==> src/sv/bse_pkg.sv <==
// Shared types and constants for the beacon SSID extractor.
// Used by every module of the block; depends on nothing else.
package bse_pkg;

    localparam int POSITION_BITS_DEF = 12;

    // SSID store geometry is fixed by the element format
    localparam int MAX_SSID_BYTES = 32;
    localparam int SSID_IDX_W     = $clog2(MAX_SSID_BYTES);
    localparam int SSID_LEN_W     = $clog2(MAX_SSID_BYTES + 1);

    // frame descriptor queue between the parser and the emitter
    localparam int Q_DEPTH = 2;
    localparam int Q_PTR_W = $clog2(Q_DEPTH);
    localparam int Q_CNT_W = $clog2(Q_DEPTH + 1);

    localparam int BSSID_W     = 48;
    localparam int BSSID_FIRST = 16;
    localparam int BSSID_LAST  = 21;

    localparam int IE_OFF_W       = 7;
    localparam int MIN_LEN_W      = 8;
    localparam int IE_START_RESET = 36;
    localparam int MIN_LEN_RESET  = 40;

    localparam int CFG_IDX_W  = 2;
    localparam int CFG_DATA_W = 8;
    localparam logic [CFG_IDX_W-1:0] CFG_IE_START = 2'd0;
    localparam logic [CFG_IDX_W-1:0] CFG_MIN_LEN  = 2'd1;

    typedef struct packed {
        logic                  valid;
        logic [CFG_IDX_W-1:0]  index;
        logic [CFG_DATA_W-1:0] data;
    } t_cfg_wr;

    typedef struct packed {
        logic [BSSID_W-1:0]    bssid;
        logic signed [7:0]     rssi;
        logic [SSID_LEN_W-1:0] ssid_len;   // zero when no SSID was kept
    } t_frame_desc;

    typedef struct packed {
        logic                  en;
        logic [SSID_IDX_W-1:0] idx;
        logic [7:0]            data;
    } t_ssid_wr;

    typedef struct packed {
        logic                  en;
        logic [SSID_IDX_W-1:0] idx;
    } t_ssid_rd;

endpackage

==> src/sv/bse_front.sv <==
// Front end: byte parser that captures the BSSID and walks information elements.
// Writes SSID bytes into the queue's store and pushes one descriptor per kept frame.
// Depends on bse_pkg.
module bse_front
    import bse_pkg::*;
#(
    parameter int POSITION_BITS = POSITION_BITS_DEF
) (
    input  logic               i_clk,
    input  logic               i_rst_n,
    input  t_cfg_wr            i_cfg,
    input  logic               i_accept,
    input  logic [7:0]         i_frame_byte,
    input  logic               i_last_byte,
    input  logic signed [7:0]  i_signal_strength,
    output t_ssid_wr           o_wr,
    output logic               o_push,
    output t_frame_desc        o_desc
);

    localparam int LEN_W = POSITION_BITS + 1;

    localparam logic [1:0] PH_TYPE = 2'd0;
    localparam logic [1:0] PH_LEN  = 2'd1;
    localparam logic [1:0] PH_BODY = 2'd2;

    logic [IE_OFF_W-1:0]      r_ie_start;
    logic [MIN_LEN_W-1:0]     r_min_len;

    logic [POSITION_BITS-1:0] r_pos,      n_pos;
    logic [BSSID_W-1:0]       r_bssid,    n_bssid;
    logic [1:0]               r_phase,    n_phase;
    logic [7:0]               r_type,     n_type;
    logic [7:0]               r_rem,      n_rem;
    logic                     r_is_ssid,  n_is_ssid;
    logic [SSID_LEN_W-1:0]    r_count,    n_count;
    logic                     r_complete, n_complete;

    logic                     walk_en;
    logic                     in_bssid;
    logic [LEN_W-1:0]         frame_len;
    logic                     too_short;

    assign in_bssid  = (r_pos >= POSITION_BITS'(BSSID_FIRST))
                    && (r_pos <= POSITION_BITS'(BSSID_LAST));
    assign walk_en   = (r_pos >= POSITION_BITS'(r_ie_start)) && !r_complete;
    assign frame_len = LEN_W'(r_pos) + LEN_W'(1);
    assign too_short = frame_len < LEN_W'(r_min_len);

    always_comb begin
        n_pos      = r_pos;
        n_bssid    = r_bssid;
        n_phase    = r_phase;
        n_type     = r_type;
        n_rem      = r_rem;
        n_is_ssid  = r_is_ssid;
        n_count    = r_count;
        n_complete = r_complete;
        o_wr       = '0;
        o_push     = 1'b0;
        o_desc     = '0;

        if (i_accept) begin
            if (in_bssid) begin
                n_bssid = {r_bssid[BSSID_W-9:0], i_frame_byte};
            end
            if (walk_en) begin
                unique case (r_phase)
                    PH_TYPE: begin
                        n_type  = i_frame_byte;
                        n_phase = PH_LEN;
                    end
                    PH_LEN: begin
                        n_rem     = i_frame_byte;
                        n_is_ssid = (r_type == 8'd0) && (i_frame_byte != 8'd0)
                                 && (i_frame_byte <= 8'(MAX_SSID_BYTES));
                        if (n_is_ssid) begin
                            n_count = '0;
                        end
                        n_phase = (i_frame_byte == 8'd0) ? PH_TYPE : PH_BODY;
                    end
                    default: begin
                        if (r_is_ssid) begin
                            o_wr.en   = 1'b1;
                            o_wr.idx  = r_count[SSID_IDX_W-1:0];
                            o_wr.data = i_frame_byte;
                            n_count   = r_count + SSID_LEN_W'(1);
                        end
                        n_rem = r_rem - 8'd1;
                        if (n_rem == 8'd0) begin
                            if (r_is_ssid) begin
                                n_complete = 1'b1;
                            end
                            n_phase = PH_TYPE;
                        end
                    end
                endcase
            end
            // saturate rather than wrap on oversize frames
            if (r_pos != '1) begin
                n_pos = r_pos + POSITION_BITS'(1);
            end

            if (i_last_byte) begin
                o_push        = !too_short;
                o_desc.bssid  = n_bssid;
                o_desc.rssi   = i_signal_strength;
                if (!n_complete) begin
                    o_desc.ssid_len = '0;
                end else if (n_count > SSID_LEN_W'(MAX_SSID_BYTES)) begin
                    o_desc.ssid_len = SSID_LEN_W'(MAX_SSID_BYTES);
                end else begin
                    o_desc.ssid_len = n_count;
                end
                // start the next frame from a clean slate
                n_pos      = '0;
                n_bssid    = '0;
                n_phase    = PH_TYPE;
                n_type     = '0;
                n_rem      = '0;
                n_is_ssid  = 1'b0;
                n_count    = '0;
                n_complete = 1'b0;
            end
        end
    end

    always_ff @(posedge i_clk) begin
        if (!i_rst_n) begin
            r_ie_start <= IE_OFF_W'(IE_START_RESET);
            r_min_len  <= MIN_LEN_W'(MIN_LEN_RESET);
        end else if (i_cfg.valid) begin
            if (i_cfg.index == CFG_IE_START) begin
                r_ie_start <= i_cfg.data[IE_OFF_W-1:0];
            end else if (i_cfg.index == CFG_MIN_LEN) begin
                r_min_len <= i_cfg.data[MIN_LEN_W-1:0];
            end
        end
    end

    always_ff @(posedge i_clk) begin
        if (!i_rst_n) begin
            r_pos      <= '0;
            r_bssid    <= '0;
            r_phase    <= PH_TYPE;
            r_type     <= '0;
            r_rem      <= '0;
            r_is_ssid  <= 1'b0;
            r_count    <= '0;
            r_complete <= 1'b0;
        end else begin
            r_pos      <= n_pos;
            r_bssid    <= n_bssid;
            r_phase    <= n_phase;
            r_type     <= n_type;
            r_rem      <= n_rem;
            r_is_ssid  <= n_is_ssid;
            r_count    <= n_count;
            r_complete <= n_complete;
        end
    end

endmodule

==> src/sv/bse_queue.sv <==
// Frame queue: descriptor slots plus one SSID store bank per slot.
// The parser fills the tail bank while the emitter reads the head bank. Depends on bse_pkg.
module bse_queue
    import bse_pkg::*;
(
    input  logic        i_clk,
    input  logic        i_rst_n,
    input  t_ssid_wr    i_wr,
    input  logic        i_push,
    input  t_frame_desc i_desc,
    input  t_ssid_rd    i_rd,
    input  logic        i_pop,
    output logic        o_full,
    output logic        o_empty,
    output t_frame_desc o_head,
    output logic [7:0]  o_rd_data
);

    localparam int MEM_DEPTH = Q_DEPTH * MAX_SSID_BYTES;

    logic [7:0]        r_mem [MEM_DEPTH];
    t_frame_desc       r_desc [Q_DEPTH];
    logic [Q_PTR_W-1:0] r_wr_ptr;
    logic [Q_PTR_W-1:0] r_rd_ptr;
    logic [Q_CNT_W-1:0] r_count;
    logic [7:0]        r_rd_data;

    assign o_full    = (r_count == Q_CNT_W'(Q_DEPTH));
    assign o_empty   = (r_count == '0);
    assign o_head    = r_desc[r_rd_ptr];
    assign o_rd_data = r_rd_data;

    // the tail bank is free for the whole frame, so reads and writes never share a bank
    always_ff @(posedge i_clk) begin
        if (i_wr.en) begin
            r_mem[{r_wr_ptr, i_wr.idx}] <= i_wr.data;
        end
        if (i_rd.en) begin
            r_rd_data <= r_mem[{r_rd_ptr, i_rd.idx}];
        end
        if (i_push) begin
            r_desc[r_wr_ptr] <= i_desc;
        end
    end

    always_ff @(posedge i_clk) begin
        if (!i_rst_n) begin
            r_wr_ptr <= '0;
            r_rd_ptr <= '0;
            r_count  <= '0;
        end else begin
            if (i_push) begin
                r_wr_ptr <= r_wr_ptr + Q_PTR_W'(1);
            end
            if (i_pop) begin
                r_rd_ptr <= r_rd_ptr + Q_PTR_W'(1);
            end
            if (i_push && !i_pop) begin
                r_count <= r_count + Q_CNT_W'(1);
            end else if (i_pop && !i_push) begin
                r_count <= r_count - Q_CNT_W'(1);
            end
        end
    end

endmodule

==> src/sv/bse_back.sv <==
// Back end: emits the head frame as a run of results, one SSID byte per transaction.
// Owns the output register; the SSID byte comes from the queue's read data register.
// Depends on bse_pkg.
module bse_back
    import bse_pkg::*;
(
    input  logic                  i_clk,
    input  logic                  i_rst_n,
    input  logic                  i_empty,
    input  t_frame_desc           i_head,
    input  logic [7:0]            i_rd_data,
    output t_ssid_rd              o_rd,
    output logic                  o_pop,
    output logic                  o_out_valid,
    input  logic                  i_out_stall,
    output logic [BSSID_W-1:0]    o_bssid,
    output logic signed [7:0]     o_rssi_out,
    output logic                  o_ssid_found,
    output logic [SSID_LEN_W-1:0] o_ssid_length,
    output logic [SSID_IDX_W-1:0] o_ssid_index,
    output logic [7:0]            o_ssid_char,
    output logic                  o_run_last
);

    logic                  r_valid;
    logic [BSSID_W-1:0]    r_bssid;
    logic signed [7:0]     r_rssi;
    logic                  r_found;
    logic [SSID_LEN_W-1:0] r_length;
    logic [SSID_IDX_W-1:0] r_index;
    logic                  r_last;
    logic [SSID_IDX_W-1:0] r_k;

    logic                  load;
    logic                  take;
    logic                  found;
    logic                  last;

    assign load  = !r_valid || !i_out_stall;
    assign take  = load && !i_empty;
    assign found = (i_head.ssid_len != '0);
    assign last  = !found || ((SSID_LEN_W'(r_k) + SSID_LEN_W'(1)) == i_head.ssid_len);

    assign o_rd.en  = take && found;
    assign o_rd.idx = r_k;
    assign o_pop    = take && last;

    always_ff @(posedge i_clk) begin
        if (load) begin
            r_bssid  <= i_head.bssid;
            r_rssi   <= i_head.rssi;
            r_found  <= found;
            r_length <= i_head.ssid_len;
            r_index  <= found ? r_k : '0;
            r_last   <= last;
        end
    end

    always_ff @(posedge i_clk) begin
        if (!i_rst_n) begin
            r_valid <= 1'b0;
            r_k     <= '0;
        end else begin
            if (load) begin
                r_valid <= !i_empty;
            end
            // advance through the SSID, rewind once the run is handed off
            if (take) begin
                r_k <= last ? '0 : r_k + SSID_IDX_W'(1);
            end
        end
    end

    assign o_out_valid   = r_valid;
    assign o_bssid       = r_bssid;
    assign o_rssi_out    = r_rssi;
    assign o_ssid_found  = r_found;
    assign o_ssid_length = r_length;
    assign o_ssid_index  = r_index;
    assign o_ssid_char   = r_found ? i_rd_data : 8'd0;
    assign o_run_last    = r_last;

endmodule

==> src/sv/beacon_ssid_extractor.sv <==
// Beacon SSID extractor top level: parser front end, frame queue, result emitter.
// Depends on bse_pkg, bse_front, bse_queue and bse_back.
//
// Usage:
//   Input channel (i_in_valid / o_in_stall) takes one frame byte per transaction,
//   with i_last_byte on the final byte and i_signal_strength sampled there.
//   Output channel (o_out_valid / i_out_stall) gives one transaction per SSID byte,
//   o_run_last on the last, or a single transaction with o_ssid_found low.
//   Frames shorter than min_frame_len give no transaction at all.
//   Configuration: i_cfg_valid with i_cfg_index / i_cfg_data; o_cfg_ready is always
//   high. Index 0 sets ie_start_offset, index 1 sets min_frame_len.
// Timing:
//   One byte accepted per cycle unless stalled. A frame's first result is loaded
//   into the output register after its descriptor enters an empty queue; a run
//   of n SSID bytes then drains at one result per cycle unless stalled. The queue
//   holds two finished frames; o_in_stall is high while both wait, until the head
//   is popped. A stalled result holds until taken; bytes flow if there is room.
// Reset: i_rst_n (synchronous, active low) empties the queue, restarts frame parsing
//   and loads the register reset values.
module beacon_ssid_extractor
    import bse_pkg::*;
#(
    parameter int POSITION_BITS = POSITION_BITS_DEF
) (
    input  logic                  i_clk,
    input  logic                  i_rst_n,
    input  logic                  i_cfg_valid,
    output logic                  o_cfg_ready,
    input  logic [CFG_IDX_W-1:0]  i_cfg_index,
    input  logic [CFG_DATA_W-1:0] i_cfg_data,
    input  logic                  i_in_valid,
    output logic                  o_in_stall,
    input  logic [7:0]            i_frame_byte,
    input  logic                  i_last_byte,
    input  logic signed [7:0]     i_signal_strength,
    output logic                  o_out_valid,
    input  logic                  i_out_stall,
    output logic [BSSID_W-1:0]    o_bssid,
    output logic signed [7:0]     o_rssi_out,
    output logic                  o_ssid_found,
    output logic [SSID_LEN_W-1:0] o_ssid_length,
    output logic [SSID_IDX_W-1:0] o_ssid_index,
    output logic [7:0]            o_ssid_char,
    output logic                  o_run_last
);

    t_cfg_wr     cfg;
    t_ssid_wr    ssid_wr;
    t_ssid_rd    ssid_rd;
    t_frame_desc push_desc;
    t_frame_desc head_desc;
    logic        push;
    logic        pop;
    logic        q_full;
    logic        q_empty;
    logic        in_accept;
    logic [7:0]  rd_data;

    assign o_cfg_ready = 1'b1;
    assign cfg.valid   = i_cfg_valid;
    assign cfg.index   = i_cfg_index;
    assign cfg.data    = i_cfg_data;

    assign o_in_stall = q_full;
    assign in_accept  = i_in_valid && !q_full;

    bse_front #(
        .POSITION_BITS (POSITION_BITS)
    ) u_front (
        .i_clk             (i_clk),
        .i_rst_n           (i_rst_n),
        .i_cfg             (cfg),
        .i_accept          (in_accept),
        .i_frame_byte      (i_frame_byte),
        .i_last_byte       (i_last_byte),
        .i_signal_strength (i_signal_strength),
        .o_wr              (ssid_wr),
        .o_push            (push),
        .o_desc            (push_desc)
    );

    bse_queue u_queue (
        .i_clk     (i_clk),
        .i_rst_n   (i_rst_n),
        .i_wr      (ssid_wr),
        .i_push    (push),
        .i_desc    (push_desc),
        .i_rd      (ssid_rd),
        .i_pop     (pop),
        .o_full    (q_full),
        .o_empty   (q_empty),
        .o_head    (head_desc),
        .o_rd_data (rd_data)
    );

    bse_back u_back (
        .i_clk         (i_clk),
        .i_rst_n       (i_rst_n),
        .i_empty       (q_empty),
        .i_head        (head_desc),
        .i_rd_data     (rd_data),
        .o_rd          (ssid_rd),
        .o_pop         (pop),
        .o_out_valid   (o_out_valid),
        .i_out_stall   (i_out_stall),
        .o_bssid       (o_bssid),
        .o_rssi_out    (o_rssi_out),
        .o_ssid_found  (o_ssid_found),
        .o_ssid_length (o_ssid_length),
        .o_ssid_index  (o_ssid_index),
        .o_ssid_char   (o_ssid_char),
        .o_run_last    (o_run_last)
    );

endmodule

==> config.mk <==
export PLATFORM = sky130hd
export DESIGN_NAME = beacon_ssid_extractor
export DESIGN_NICKNAME = d
export VERILOG_FILES = /design/src/sv/bse_pkg.sv /design/src/sv/bse_front.sv /design/src/sv/bse_queue.sv /design/src/sv/bse_back.sv /design/src/sv/beacon_ssid_extractor.sv
export SDC_FILE = /design/constraint.sdc
export NUM_CORES = 1
export LEC_CHECK = 0
export ABC_AREA = 1
export BUFFER_PORTS_ARGS = -buffer_cell sky130_fd_sc_hd__buf_2
export CAP_MARGIN = 30
export CORE_UTILIZATION = 37
export DETAILED_ROUTE_END_ITERATION = 10
export MAX_ROUTING_LAYER = met4
export PLACE_DENSITY = 0.56
export SLEW_MARGIN = 15
export SYNTH_ARGS = -nofsm -noshare
export SYNTH_HDL_FRONTEND = slang
export SYNTH_SLANG_ARGS = --single-unit
==> constraint.sdc <==
create_clock -name i_clk -period 4.95 [get_ports i_clk]
set_input_delay 0.2475 -clock i_clk [delete_from_list [all_inputs] [get_ports i_clk]]
set_output_delay 0.2475 -clock i_clk [all_outputs]
set_load 0.05 [all_outputs]
==> results.sh <==
export IMPL_status="completed"
export IMPL_synth_common_cells="713 x edfxtp_1, 482 x nor2_1, 328 x o21ai_0"
export IMPL_synth_area_leaders="edfxtp_1 64%, dfxtp_1 6.7%, nor2_1 5.4%, o21ai_0 4.9%, nand2_1 2.4%"
export IMPL_drc_errors=0
export IMPL_synth_area_sq_um=33600
export IMPL_slew_headroom_pct=35.7
export IMPL_multi_input_area_sq_um=8610
export IMPL_synth_seq_cells=825
export IMPL_rsz0062_at_grt="no"
export IMPL_cts_sinks=825
export IMPL_grtUsageMet2_pct=29.4
export IMPL_ys_types=46
export IMPL_setup_tns_ns=0
export IMPL_grt_pass1_wl_microns=130000
export IMPL_antenna_found_initial=0
export IMPL_post_cts_buffers=0
export IMPL_cts_clk_slew_worst_paths_ns=0.06
export IMPL_drt_first_pass_iters=6
export IMPL_use_met1_pct=26.4
export IMPL_avgSynthCellArea_sq_um=12.1
export IMPL_path_class="register to register"
export IMPL_wl_per_cell_microns=21.0
export IMPL_start_util_pct=37.3
export IMPL_grt_max_degree=149
export IMPL_h_tree_depth=3
export IMPL_yosysMostFrequentCell="edfxtp_1"
export IMPL_power_density_nw_per_um2=361
export IMPL_worstHoldPathType="input port to register"
export IMPL_setup_worst_path_end_class="register"
export IMPL_syn_to_final_growth_pct=14.2
export IMPL_skew_ns=0.0198
export IMPL_setup_viol=0
export IMPL_r2r_cells=14
export IMPL_fin_util_pct=42.6
export IMPL_io_pins=112
export IMPL_die_height_microns=303
export IMPL_ir_drop_v=0.000198
export IMPL_period_minus_slack_ns=3.84
export IMPL_synth_top_flop_cell="edfxtp_1"
export IMPL_synth_area_leader_cell="edfxtp_1"
export IMPL_finalHoldViolations=0
export IMPL_seqCellArea_sq_um=23700
export IMPL_gp_congestion=0.885
export IMPL_arrival_ns=4.10
export IMPL_via_per_inst=5.34
export IMPL_grt_use_total_pct=19.2
export IMPL_cts_path_max_buffers=3
export IMPL_grtUsageMet3_pct=2.44
export IMPL_post_route_period_util_pct=77.5
export IMPL_diodes=0
export IMPL_drive_above_1_share_pct=12.7
export IMPL_num_rows=110
export IMPL_grt_pass1_vias=21500
export IMPL_crit_path_max_fanout=11
export IMPL_worstMarginPinSlew_ns=0.964
export IMPL_vias=22000
export IMPL_synth_async_reset_ratio_pct=0
export IMPL_required_ns=5.21
export IMPL_synth_edf_count=713
export IMPL_cts_resized_gates=0
export IMPL_clock_fmax_mhz=261
export IMPL_cts_inserted_buffers=85
export IMPL_insertion_delay_ns=0.64
export IMPL_fin_nets=2933
export IMPL_yosysWarnings=0
export IMPL_portBuffers=110
export IMPL_wirelength_microns=86400
export IMPL_cts_root_buf="clkbuf_16"
export IMPL_coreArea_sq_um=90000
export IMPL_p_leak_uw=0.0123
export IMPL_finalMaxSlewViolations=0
export IMPL_startpoint_type="register"
export IMPL_drv_cap=0
export IMPL_hold_depth=3
export IMPL_antenna_left=0
export IMPL_die_area_sq_um=92000
export IMPL_ys_seq_area_share_pct=70.4
export IMPL_place_hpwl_microns=53000
export IMPL_die_w_microns=303
export IMPL_fillers=8298
export IMPL_overflow=0
export IMPL_drt_iter0_drc=2259
export IMPL_postSynthCellCount=2780
export IMPL_hold_buffers=28
export IMPL_syn_nets=2836
export IMPL_synth_top_area_share_pct=63.7
export IMPL_grt_busiest_layer="met2"
export IMPL_cts_tree="done"
[power breakdown]
group	internal [uW]	switching (uW)
clock	3560	2620
sequential	7460	10.7
combinational	72.8	155
total	11100	2780
[logic make-up (layout without fill, tap and decap cells)]
kind of cell | Yosys count | after routing | share of synthesized area (%)
xor gates and xnor gates | 23 | 23 | 0.599
buffers and inverters | 366 | 528 | 4.21
DFF | 825 | 825 | 70.4
muxes | 73 | 73 | 2.39
other | 1 | 1 | 0.0112
adders and majority gates | 24 | 24 | 0.894
AOI/OAI and AO/OA | 649 | 649 | 11.5
and+or+nand+nor | 819 | 819 | 9.99
[placed cells by master, fill, tap and decap left out, drive strengths merged]
master       Yosys  layout
dlygate4sd3      0      28
a31oi            1       1
or2              1       1
ha              24      24
nand3           84      84
a211oi           3       3
clkbuf         134     115
bufinv           0       4
o22ai          119     119
edfxtp         713     713
dfxtp          112     112
clkinv           5      31
mux2i           16      16
conb             1       1
clkinvlp         0       3
o21ai          332     332
nand4           16      16
buf             28     144
a21oi           57      57
inv            199     203
nor4             1       1
xor2            15      15
xnor2            8       8
nor3             7       7
o21a             1       1
o211ai          70      70
mux2            57      57
o21bai           2       2
nand2          220     220
o221ai          64      64
nor2           490     490
[area by class of cell]
type	instances	area share (%)
flip-flops and latches	825	61.6
multi-input cells	1589	22.4
clock buffers	115	6.16
well taps	1176	3.83
repair buffers	172	3.09
inverters	204	2.02
clock inverters	37	0.831
[sequential cells by signal (all words and copies together), names as in the netlist, 8 cells and up, named ones only]
signal / flops
u_queue.r_mem: 512
u_queue.r_desc: 124
u_back.o_bssid: 48
u_front.r_bssid: 48
u_front.r_pos: 12
u_back.o_rssi_out: 8
u_front.r_min_len: 8
u_front.r_rem: 8
u_front.r_type: 8
u_queue.o_rd_data: 8
[worst max-delay path: stages (launching register included)]
cell and delay, ns:
dfxtp_1 0.41, inv_1 0.13, ha_1 0.30, nand2_1 0.05, nand3_1 0.10, nand2_1 0.05, nand2_1 0.06, nand2_1 0.13
a21oi_4 0.31, nand2_4 0.11, nor2_8 0.17, inv_4 0.16, nor2_4 0.24, nand3_2 0.46, nor2_1 0.76
[routing by layer]
metal  vias to the layer above  routed length [microns]
met4                         0                     2320
met2                       845                    39600
met5                         -                        0
met1                     10800                    38800
met3                       145                     5550
li1                      10200                        -
[stage by stage]
stage | cells | area [sq um] | worst slack (ns) | hold slack, ns | power (uW)
final | 4118 | 38400 | 1.11 | 0.0375 | 13900
after detailed placement | 3937 | 35400 | 1.18 | 0.455 | 7830
after global placement | 3937 | 35400 | 1.30 | 0.452 | 7820
after CTS | 4117 | 38400 | 1.11 | 0.000940 | 14000
after global routing | 4118 | 38400 | 0.822 | 0.0283 | 14300
after floorplan | 2780 | 33600 | 0.129 | 0.378 | 7750
[worst paths after layout]
| kind | from | endpoint | slack [ns] |
|---|---|---|---|
| min reg2reg | u_front.r_ie_start[6]$_SDFFE_PN0P_ | u_front.r_ie_start[6]$_SDFFE_PN0P_ | 0.46 |
| max reg2reg | u_front.r_pos[0]$_SDFFE_PN0P_ | u_queue.r_mem[38][7]$_DFFE_PP_ | 1.11 |
| min | i_signal_strength[6] | u_queue.r_desc[0][12]$_DFFE_PP_ | 0.04 |
| max | u_front.r_pos[0]$_SDFFE_PN0P_ | u_queue.r_mem[38][7]$_DFFE_PP_ | 1.11 |
Note: power is estimated with default switching activity, not from simulation.
